## src/design/ird_front.sv

```systemverilog
// Input side: accepts sample pairs and assigns each its position in the record.
// Does not use ird_pkg; its item layout is shared with ird_back.
module ird_front #(
	parameter int DEPTH        = 256,
	parameter int SAMPLE_WIDTH = 16
) (
	input  logic                                      clk,
	input  logic                                      arst_n,
	input  logic                                      s_tvalid,
	output logic                                      s_tready,
	input  logic [((2*SAMPLE_WIDTH+7)/8)*8-1:0]       s_tdata,
	input  logic                                      s_tuser,
	output logic                                      push_valid,
	input  logic                                      push_ready,
	output logic [2*SAMPLE_WIDTH+$clog2(DEPTH)-1:0]   push_data
);

	localparam int ADDR_W = $clog2(DEPTH);
	localparam int POS_W  = $clog2(DEPTH + 1);

	logic [POS_W-1:0]  pos_q;
	logic [ADDR_W-1:0] k_c;
	logic              accept;

	assign s_tready   = push_ready;
	assign push_valid = s_tvalid;
	assign accept     = s_tvalid & push_ready;

	// restart the record on a start mark or once the stores are full
	always_comb begin
		if (s_tuser || (pos_q >= POS_W'(DEPTH))) begin
			k_c = '0;
		end else begin
			k_c = pos_q[ADDR_W-1:0];
		end
	end

	assign push_data = {k_c, s_tdata[2*SAMPLE_WIDTH-1:0]};

	always_ff @(posedge clk or negedge arst_n) begin
		if (!arst_n) begin
			pos_q <= '0;
		end else if (accept) begin
			pos_q <= POS_W'(k_c) + POS_W'(1);
		end
	end

endmodule

```

## config.mk

```make
export PLATFORM = sky130hd
export DESIGN_NAME = ird_front
export DESIGN_NICKNAME = d
export VERILOG_FILES = /design/src/design/ird_front.sv
export SDC_FILE = /design/constraint.sdc
export NUM_CORES = 1
export LEC_CHECK = 0
export BUFFER_PORTS_ARGS = -buffer_cell sky130_fd_sc_hd__buf_2
export CAP_MARGIN = 20
export CORE_AREA = 2 2 60 48
export CTS_BUF_LIST = sky130_fd_sc_hd__clkbuf_2 sky130_fd_sc_hd__clkbuf_4 sky130_fd_sc_hd__clkbuf_8
export DETAILED_ROUTE_END_ITERATION = 7
export DIE_AREA = 0 0 62 50
export GPL_TIMING_DRIVEN = 1
export PLACE_DENSITY = 0.82
export SYNTH_ARGS = -nofsm -noshare
export SYNTH_HDL_FRONTEND = slang
export SYNTH_SLANG_ARGS = --single-unit
```

## constraint.sdc

```tcl
create_clock -name clk -period 1.67 [get_ports clk]
set_input_delay 0.501 -clock clk [delete_from_list [all_inputs] [get_ports clk]]
set_output_delay 0.501 -clock clk [all_outputs]
set_load 0.02 [all_outputs]
```

Word-level counts from Yosys, hierarchy flattened

Cells that the tools add are included.

Register bits after elaboration: 9
Bits of input ports: 37
Output and inout bits: 42
Logic and storage cells: 6

Add/subtract/negate cells: 1
$lt $le $gt $ge: 1
Mux-type cells: 1
Bitwise operators: 1
Reductions and logical operators: 1

Operators by type and width:

| kind                                                     | number |
|---|---|
| adder 8 x 1 -> 9 bit, second input constant              | 1 |
| greater-or-equal comparator 9 bit, second input constant | 1 |
| two-way mux 8 bit                                        | 1 |
| AND 1 bit                                                | 1 |
| logical OR 1 bit                                         | 1 |

Depth between registers and ports, before layout

Depth in word-level cells: 4
Gate-level depth with buffers: 6
Mapped depth without buffers: 6

Worst setup path after synthesis

OpenSTA, ideal clock, no wires.

Path type: in2reg
Start point: input s_tuser
End point: register pos_q[4]
Library setup time: 0.121 ns
Data arrival time: 1.847 ns
Path slack: -0.298 ns
Cell stages on the path: 6
Path buffers: 0
Cells stage by stage: nor2_2 and2_1 ha_1 and3_4 mux2_4 a22o_1

Word-level cells in the longest chain between the ends: 3

RTL lines:

| what                   | line | text |
|---|---|---|
| start: declaration     | 12   | `input logic s_tuser,` |
| logical OR 1 bit       | 31   | `if (s_tuser \|\| (pos_q >= POS_W'(DEPTH))) begin` |
| two-way mux 8 bit      | 31   |  |
| via push_data[33]      | 15   | `output logic [2*SAMPLE_WIDTH+$clog2(DEPTH)-1:0] push_data` |
| adder 8 x 1 -> 9 bit   | 44   | `pos_q <= POS_W'(k_c) + POS_W'(1);` |
| end signal: assignment | 44   |  |
| end: declaration       | 21   | `logic [POS_W-1:0] pos_q;` |

The timed path passes the listed nets, and every way through them passes these cells.
A chain may end at the register's enable or synchronous reset.

Final worst setup path

Start point: register pos_q[8]
End point: output push_data[38]

Word-level cells in the longest chain between the ends: 3

RTL lines:

| what                              | line |
|---|---|
| greater-or-equal comparator 9 bit | 31 |
| logical OR 1 bit                  | 31 |
| two-way mux 8 bit                 | 31 |
| end: declaration                  | 15 |

No other way between the ends.

==> results.toml <==
[status]
status = "finished with violations"
violations = "setup timing"

[floorplan]
start_util = 0.327
core_sq_um = 2500
rows = 16
die_w_um = 62
die_h_um = 50
io_pins = 79
die-area_sq_um = 3100

[setup_path]
cp-start-kind = "flip-flop"
cp_data_required_time_ns = 1.17
cp_max_fo = 4
end_kind = "output port"
critPathKind = "flip-flop to output port"
arrival_ns = 1.20

[synthesis]
ys_ff_latch = 9
synth_fp_nets = 127
synth_area_per_cell_sq_um = 9.19
synth_edf_count = 0
seq_area_frac_synth = 0.275
ys_warn_count = 0
synthCells = 89
synth.largest_area_cell = "buf_4"
synth-main-ff-cell = "dfrtp_1"
ys_top_cells_by_area = "buf_4 31%, dfrtp_1 28%, and2_1 4.6%, a221o_1 3.7%, nand4bb_4 3.4%"
netlist_area_sq_um = 818
synth.distinct_cells = 27
netlist.area_leader.share = 0.312
async_flop_share = 1.00

[sta]
rsz0062_at_grt = "true"
fmax_ghz = 0.587
min_period_ns = 1.70
hold_violations = 0
slew_headroom = 0.793
slew_viol_final = 0
worst_pin_slew_ns = 0.310
finalCritPeriodShare = 1.02
setup_tns_ns = -0.130
clock_skew_ns = 0.00489
setup_viol = 5
setup_ws_ns = -0.0345

[placement]
numPortBuffers = 14
placed_cell_area_sq_um = 734
hpwlAfterDp_mm = 1.27
gp_congestion = 0.786

[grt]
grt_usage = 0.127
gr-total-overflow = 0
grt_max_degree = 10
grt_antenna_before_repair = 0
grt_pass1_vias = 599
grt_pass1_wl_mm = 2.79

[layout]
most-common-layout-cells = "9 x buf_6, 9 x dfrtp_1, 7 x and2_4, 6 x nand2_1, 6 x buf_2"
postLayoutCoreUtil = 0.340
largest_register_ff_count = 9
antenna_cells = 0
final_cell_area_sq_um = 850
num-nets-final = 117
top_regs = "pos_q: 9 flops"
top_register = "pos_q"
layout-drive-gt1-share = 0.526
syn_to_final_growth_pct = 3.82

[power]
p_clk_frac = 0.218
combPwrFrac = 0.363
vdd_ir_drop_max_mv = 0.306
power_density_nw_per_um2 = 976
leakage_nw = 0.351
switchingPower_uw = 306
power_switching_share = 0.369
p_int_uw = 523
seq_power_share = 0.419

[route]
wire_per_inst_um = 15.3
drcViolationCount = 0
ant_nets = 0
vias = 570
wl_mm = 1.75
vias_per_cell = 5.00
firstDrtPassIters = 4
first_iter_violations = 14

[clock_network]
clock-sinks = 9
clkTransAtPathRegs_ns = 0.07
cts_root_buffer = "clkbuf_4"
tritoncts.num_buffers = 3
cts_tree = "yes"
clockBufferDepth = 2
h-tree-depth = 1
clock_latency_ns = 0.28

[run]
max-cap-violations = 0

[hold_path]
hp-class = "input pin to async pin"
metrics by stage:
| stage | setup WS, ns | instances | power [mW] | hold slack (ns) |
|---|---|---|---|---|
| 2_1_floorplan | -0.0619 | 89 | 0.622 | 0.205 |
| 3_3_place_gp | -0.0949 | 110 | 0.583 | 0.364 |
| 3_5_place_dp | -0.136 | 110 | 0.596 | 0.370 |
| 4_1_cts | -0.0536 | 113 | 0.823 | 0.0633 |
| 5_1_grt | -0.0927 | 114 | 0.885 | 0.0691 |
| 6_report | -0.0345 | 114 | 0.829 | 0.0677 |
cells in the mapped netlist, types with 2 or more instances:
master / count
or2_0: 2
a22o_1: 2
o21ai_0: 4
dfrtp_1: 9
nand3_1: 3
nor4_1: 3
and2_1: 6
buf_4: 34
a221o_1: 3
nand2_1: 6
critical path: stages (launching register included):
cell	delay [ns]
dfrtp_1	0.40
nor2_4	0.14
buf_6	0.13
and2_4	0.14
buf_6	0.11
layout make-up:
| class | instances | area [sq um] |
|---|---|---|
| multi-input cells | 44 | 379 |
| fillers | 265 | 1650 |
| clock inverters | 1 | 5.00 |
| repair buffers | 20 | 169 |
| well taps | 36 | 45.0 |
| flip-flops and latches | 9 | 225 |
| inverters | 1 | 3.75 |
| clock buffers | 3 | 22.5 |
path summary, 6_finish.rpt:
check | endpoint | slack (ns) | from | cells after the start
min in group clk | pos_q[0]$_DFFE_PN0P_ | 0.57 | pos_q[0]$_DFFE_PN0P_ | 1
worst min-delay path | pos_q[7]$_DFFE_PN0P_ | 0.07 | arst_n | 1
worst max register to register | pos_q[4]$_DFFE_PN0P_ | 0.01 | pos_q[8]$_DFFE_PN0P_ | 6
max in group asynchronous | pos_q[6]$_DFFE_PN0P_ | 1.41 | arst_n | 1
worst max-delay path | push_data[38] | -0.03 | pos_q[8]$_DFFE_PN0P_ | 4
worst min register to register | pos_q[0]$_DFFE_PN0P_ | 0.57 | pos_q[0]$_DFFE_PN0P_ | 1
kinds of logic after synthesis:
kind of cell,count (synthesis),synth area share
buf+inv,36,0.330
compound gates,12,0.109
simple gates,29,0.239
flops,9,0.275
fa+ha+maj,1,0.0153
mux,2,0.0321
metal layers:
metal	track usage	part of all wire
met1	0.135	0.39
met2	0.186	0.45
met3	0.0577	0.11
met4	0.103	0.063
met5	0	0
power by group through the flow:
stage                     Clock [mW]  Combinational, mW  Sequential (mW)
final                          0.181              0.301            0.347
after global routing           0.200              0.332            0.353
after global placement             0              0.244            0.338
after CTS                      0.190              0.297            0.336
after detailed placement           0              0.258            0.337
after floorplan                    0              0.309            0.314
repair_timing:
| action | CTS | global route |
|---|---|---|
| resized for setup | 21 | 5 |
| hold buffers | 0 | 0 |
| setup buffers | 0 | 1 |
| pin swaps | 2 | 2 |
| endpoints found under the setup margin | 8 | 11 |
No activity file was read; power rests on OpenSTA's default activity.
