## src/design/ird_pkg.sv

```systemverilog
// Shared types and constants for the impulse response deconvolution block.
// No dependencies; used by every module under design/ except ird_front.
package ird_pkg;

	localparam int RESP_W      = 32;  // response sample width
	localparam int ACC_W       = 64;  // product accumulator and numerator width
	localparam int INDEX_W     = 8;   // sample_index field width
	localparam int QUEUE_DEPTH = 2;   // entries between front and back

	// back-end sequencer states
	typedef enum logic [2:0] {
		ST_IDLE,
		ST_MAC,
		ST_DRAIN,
		ST_DIFF,
		ST_DIV_GO,
		ST_DIV_WAIT,
		ST_QUOT,
		ST_DONE
	} back_state_t;

	// per-result status, saturated in the low bit
	typedef struct packed {
		logic divide_error;
		logic saturated;
	} result_flags_t;

	// divider result back to the sequencer
	typedef struct packed {
		logic             done;
		logic [ACC_W-1:0] quotient;
	} div_result_t;

endpackage

```

## src/design/ird_queue.sv

```systemverilog
// Short FIFO between the front and the back of the deconvolution block.
// Uses ird_pkg::QUEUE_DEPTH.
module ird_queue #(
	parameter int WIDTH = 40
) (
	input  logic             clk,
	input  logic             arst_n,
	input  logic             wr_valid,
	output logic             wr_ready,
	input  logic [WIDTH-1:0] wr_data,
	output logic             rd_valid,
	input  logic             rd_ready,
	output logic [WIDTH-1:0] rd_data
);

	localparam int PTR_W = (ird_pkg::QUEUE_DEPTH > 1) ? $clog2(ird_pkg::QUEUE_DEPTH) : 1;
	localparam int CNT_W = $clog2(ird_pkg::QUEUE_DEPTH + 1);

	logic [WIDTH-1:0] entry_q [ird_pkg::QUEUE_DEPTH];
	logic [PTR_W-1:0] wr_ptr_q;
	logic [PTR_W-1:0] rd_ptr_q;
	logic [CNT_W-1:0] count_q;
	logic             do_wr;
	logic             do_rd;

	assign wr_ready = (count_q != CNT_W'(ird_pkg::QUEUE_DEPTH));
	assign rd_valid = (count_q != '0);
	assign rd_data  = entry_q[rd_ptr_q];
	assign do_wr    = wr_valid & wr_ready;
	assign do_rd    = rd_valid & rd_ready;

	always_ff @(posedge clk) begin
		if (do_wr) begin
			entry_q[wr_ptr_q] <= wr_data;
		end
	end

	always_ff @(posedge clk or negedge arst_n) begin
		if (!arst_n) begin
			wr_ptr_q <= '0;
			rd_ptr_q <= '0;
			count_q  <= '0;
		end else begin
			if (do_wr) begin
				wr_ptr_q <= (wr_ptr_q == PTR_W'(ird_pkg::QUEUE_DEPTH - 1)) ? '0 :
					wr_ptr_q + PTR_W'(1);
			end
			if (do_rd) begin
				rd_ptr_q <= (rd_ptr_q == PTR_W'(ird_pkg::QUEUE_DEPTH - 1)) ? '0 :
					rd_ptr_q + PTR_W'(1);
			end
			if (do_wr && !do_rd) begin
				count_q <= count_q + CNT_W'(1);
			end else if (do_rd && !do_wr) begin
				count_q <= count_q - CNT_W'(1);
			end
		end
	end

endmodule

```

## config.mk

```make
export PLATFORM = sky130hd
export DESIGN_NAME = ird_queue
export DESIGN_NICKNAME = d
export VERILOG_FILES = /design/src/design/ird_pkg.sv /design/src/design/ird_queue.sv
export SDC_FILE = /design/constraint.sdc
export NUM_CORES = 1
export LEC_CHECK = 0
export ABC_AREA = 1
export BUFFER_PORTS_ARGS = -buffer_cell sky130_fd_sc_hd__buf_2
export CELL_PAD_IN_SITES_DETAIL_PLACEMENT = 1
export CELL_PAD_IN_SITES_GLOBAL_PLACEMENT = 1
export CORE_UTILIZATION = 37
export DETAILED_ROUTE_END_ITERATION = 10
export PLACE_DENSITY_LB_ADDON = 0.1
export RECOVER_POWER = 100
export SLEW_MARGIN = 20
export SYNTH_ARGS = -nofsm -noshare
export SYNTH_HDL_FRONTEND = slang
export SYNTH_SLANG_ARGS = --single-unit
```

## constraint.sdc

```tcl
create_clock -name clk -period 2.85 [get_ports clk]
set_input_delay 0.4275 -clock clk [delete_from_list [all_inputs] [get_ports clk]]
set_output_delay 0.4275 -clock clk [all_outputs]
set_load 0.005 [all_outputs]
```

## Word level (Yosys, flattened, before mapping)

Memory sizes are Yosys's and may differ from the RTL's.
Cells that the tools add are included.

- Register bits: 4
- RAM bits: 80
- Input bits: 44
- Output and inout bits: 42
- Word-level logic and storage cells: 23
- Memories kept: 1

- Add/sub/neg operators: 4
- Equality and inequality tests: 1
- Mux-type cells: 6
- Bitwise logic cells: 2
- Reduce and logical (&&, ||, !) cells: 6

Memories:

| name | depth | bits a word | rd ports | clocked after memory_dff | wr ports | RTL line | source |
|---|---|---|---|---|---|---|---|
| entry_q | 2 | 40 | 1 | 0 | 1 | ird_queue.sv:19 | `logic [WIDTH-1:0] entry_q [ird_pkg::QUEUE_DEPTH];` |

Operators by type and width:

| cell | number |
|---|---|
| $mux W1 | 4 |
| $mux W2 | 2 |
| $reduce_bool A2 Y1 | 2 |
| $add A1 B1 Y1 const B | 2 |
| $add A2 B1 Y2 const B | 1 |
| $and A1 B1 Y1 | 2 |
| $logic_and A1 B1 Y1 | 2 |
| $logic_not A1 Y1 | 2 |
| $ne A2 B2 Y1 const B | 1 |
| $sub A2 B1 Y2 const B | 1 |

## Logic depth before layout (Yosys ltp)

- Depth after elaboration: 6
- Depth in mapped cells: 10

## Worst setup path after synthesis

No wires, ideal clock.

- Kind: reg-to-reg
- Start point: reg count_q[0]
- End point: mem entry_q[0][0], enable pin
- Setup time: 438 ps
- Data arrival time: 2265 ps
- Required time: 2412 ps
- Path slack: 147 ps
- Stages on the path, launching flop included: 5
- Buffers on the path: 0
- Cells stage by stage: dfrtp_1 -> inv_2 -> nand2_4 -> nand2_4 -> nor2_1

- Word-level cells in the longest chain between the ends: 4

Ends and longest elaborated chain:

| what | RTL line | source |
|---|---|---|
| start: declaration | ird_queue.sv:22 | `logic [CNT_W-1:0] count_q;` |
| start signal: assignment | ird_queue.sv:53 | `count_q <= count_q + CNT_W'(1);` |
| start signal: assignment | ird_queue.sv:55 | `count_q <= count_q - CNT_W'(1);` |
| $ne A2 B2 Y1 | ird_queue.sv:26 | `assign wr_ready = (count_q != CNT_W'(ird_pkg::QUEUE_DEPTH));` |
| named net wr_ready | ird_queue.sv:9 | `output logic wr_ready,` |
| $and A1 B1 Y1 | ird_queue.sv:29 | `assign do_wr = wr_valid & wr_ready;` |
| $mux W1 | ird_queue.sv:33 | `if (do_wr) begin` |
| $mux W1 (not written as such) | ird_queue.sv:34 | `entry_q[wr_ptr_q] <= wr_data;` |
| end: declaration | ird_queue.sv:19 |  |

The timed path passes the listed nets, and every way through them passes these cells.

## Worst setup path in the final report

- Start point: reg count_q[0]
- End point: mem entry_q[1][5], enable pin

- Word-level cells in the longest chain between the ends: 4

Ends and longest elaborated chain:

| what | RTL line |
|---|---|
| $ne A2 B2 Y1 | ird_queue.sv:26 |
| $and A1 B1 Y1 | ird_queue.sv:29 |
| $mux W1 | ird_queue.sv:33 |
| $mux W1 (not written as such) | ird_queue.sv:34 |

Every way passes these cells.

==> metrics.cfg <==
[route]
vias=1989
first_pass_iters=4
wl_um=6370
drt_iter0_drc=72
routed_via_density=4.52
final_antenna_net_count=0
routedWlPerCell_um=14.5
drc=0

[worst_setup_path]
start_kind=register
worstPathMaxFanout=20
r2r_slack_ns=0.51
path_class=register to register
slowest_delay_ns=0.80
cp-end-kind=register
critPathArrivalTime_ns=2.33
required_ns=2.84
reg2reg_depth=5
crit_start=count_q[0]
rr_endpoint=entry_q[1][5]
crit_slowest_cell=nor2_2
path_cells=inv_1 -> nand2_4 -> nand2_1 -> nor2_2 -> clkbuf_1
endpoint=entry_q[1][5]
worstReg2RegStart=count_q[0]

[floorplan]
dieArea_mm2=0.00901
rows=33
dieWidth_um=94.9
ioPinCount=86
fp.coreArea_mm2=0.00830
die_h_um=94.9
start_util=0.385

[timing]
rsz0062_at_grt=false
finalWorstSetupSlack_ns=0.506
hold_violations=0
worst_pin_slew_ns=1.01
slew_violations=0
tns_ns=0
finalCritPeriodShare=0.822
setup_viol=0
relSlewSlack=0.329
max_freq_mhz=427
period_minus_slack_ns=2.34
clock_skew_ns=0.00787
hold_ws_ns=0.263

[clock_tree]
cts_inserted_buffers=9
cts_tree=built
cts_sinks=84
clock_latency_ns=0.35
cts-root-to-sink-buffers=2
cts-root-buf=clkbuf_8
clk_pin_slew_ns=0.08
htreeDepth=3

[hold_path]
holdPathStages=1
hold_path.class=input pin to register

[grt]
grt_overflow_total=0
grt_pass1_wl_um=9740
antenna_found_initial=1
grt_pass1_vias=2045
grt_use_total=0.153
grt_max_degree=42

[synth]
synth_seq_area_share=0.784
synth_ff_type=edfxtp_1
synth_edf_count=80
synth_cells=238
yosysTopAreaCellShare=0.752
yosysMostFrequentCell=nand2_1
syn_avg_cell_area_um2=13.4
synth.distinct_cells=17
synth_commonest_cells=nand2_1, edfxtp_1
yosys-top-cells-area=edfxtp_1, nand2_1, dfrtp_1, buf_6, buf_4
syn_area_mm2=0.00319
syn_nets=283
synth_top_area_cell=edfxtp_1
yosys_warnings=0
ys_seq_elements=84
synthArstFlopShare=0.0476

[pwr]
total_power_mw=3.92
pwr-share-seq=0.467
switchingPower_mw=1.26
p_comb_frac=0.281
vdd_ir_drop_max_v=0.000365
power_density_mw_per_mm2=1010
p_clk_frac=0.252
switching_share=0.320
internal_power_mw=2.67
power.leakage_nw=1.58

[final_layout]
n_antenna_cell=0
regArea_mm2=0.00250
final_cells=440
fin_area_mm2=0.00388
layout.nets=375
fillCellCount=892
multi_input_area_um2=564
drive_gt1_frac=0.194
syn_to_final_growth_pct=21.5
final_core_util=0.468

[placement]
place.gp.congestion=0.707
dpl-instance-area_mm2=0.00372
dp_cells=423
io_buffers=85
dp_hpwl_um=4160
post-place-ws_ns=1.04

[job]
cap_viol_max_count=0

[outcome]
status=complete, no violations

-- registers in the layout, indices dropped and copies added, names as in the netlist --
register and cells:
count_q 2, entry_q 80, wr_ptr_q 1, rd_ptr_q 1
-- layer usage --
layer | vias to the layer above | GRT usage | wire (um)
met5 | - | 0 | 11
met4 | 2 | 0.0833 | 115
met3 | 11 | 0.0362 | 302
met2 | 59 | 0.266 | 3250
met1 | 943 | 0.173 | 2680
li1 | 974 | - | -
-- layout make-up --
class                      instances  share of cell area
sequential                        84               0.645
multi-input combinational        138               0.145
timing repair buffer              90               0.107
clock buffer                      12              0.0348
tap                              105              0.0339
clock inverter                     4              0.0252
inverter                           7             0.00806
-- cells in the final DEF, fill, tap and decap left out --
cell           count
nand2_1          128
edfxtp_1          80
clkbuf_1          48
buf_2             41
clkbuf_8           9
inv_1              5
bufinv_16          3
dfrtp_1            3
nor2_2             2
nand3_1            2
inv_6              1
nand2_4            1
inv_2              1
nand2_2            1
xnor2_1            1
xor2_2             1
nand4_1            1
ha_1               1
clkinvlp_4         1
dlygate4sd3_1      1
buf_12             1
clkbuf_2           1
buf_4              1
dfrtp_2            1
-- timing repair --
action | CTS | global route
buffers inserted | 0 | 0
hold endpoints to repair | 4 | 0
hold buffers | 1 | 0
gates resized for setup | 0 | 0
-- critical path: cells and delay by family (launching register included) --
kind | cells | cell delay, ns
AND/OR/NAND/NOR | 3 | 1.01
flip-flops | 1 | 0.39
buffers and inverters | 2 | 0.60
-- worst min-delay path by stage --
stage                startpoint             end  slack, ns
finish              wr_data[12]  entry_q[1][12]       0.26
global route        wr_data[24]  entry_q[1][24]       0.25
CTS                 wr_data[12]  entry_q[0][12]       0.25
detailed placement       arst_n      count_q[1]       0.24
global placement         arst_n      count_q[1]       0.25
floorplan                arst_n      count_q[0]       0.13
-- kinds of logic (layout without fill, tap and decap cells) --
logic type / Yosys count / after routing / share of synthesized area
XOR/XNOR: 2 / 2 / 0.00784
adder cells (fa/ha/maj): 1 / 1 / 0.00392
buffers and inverters: 16 / 113 / 0.0380
flip-flops: 84 / 84 / 0.784
AND/OR/NAND/NOR: 135 / 135 / 0.167
-- power groups by stage --
stage	Combinational [mW]	Sequential (mW)	Clock, mW
2_1_floorplan	0.788	1.79	0
3_3_place_gp	1.19	1.86	0
3_5_place_dp	1.21	1.87	0
4_1_cts	1.22	1.84	1.01
5_1_grt	1.27	1.87	1.05
6_report	1.10	1.83	0.987
No activity file was read; power rests on OpenSTA's default activity.
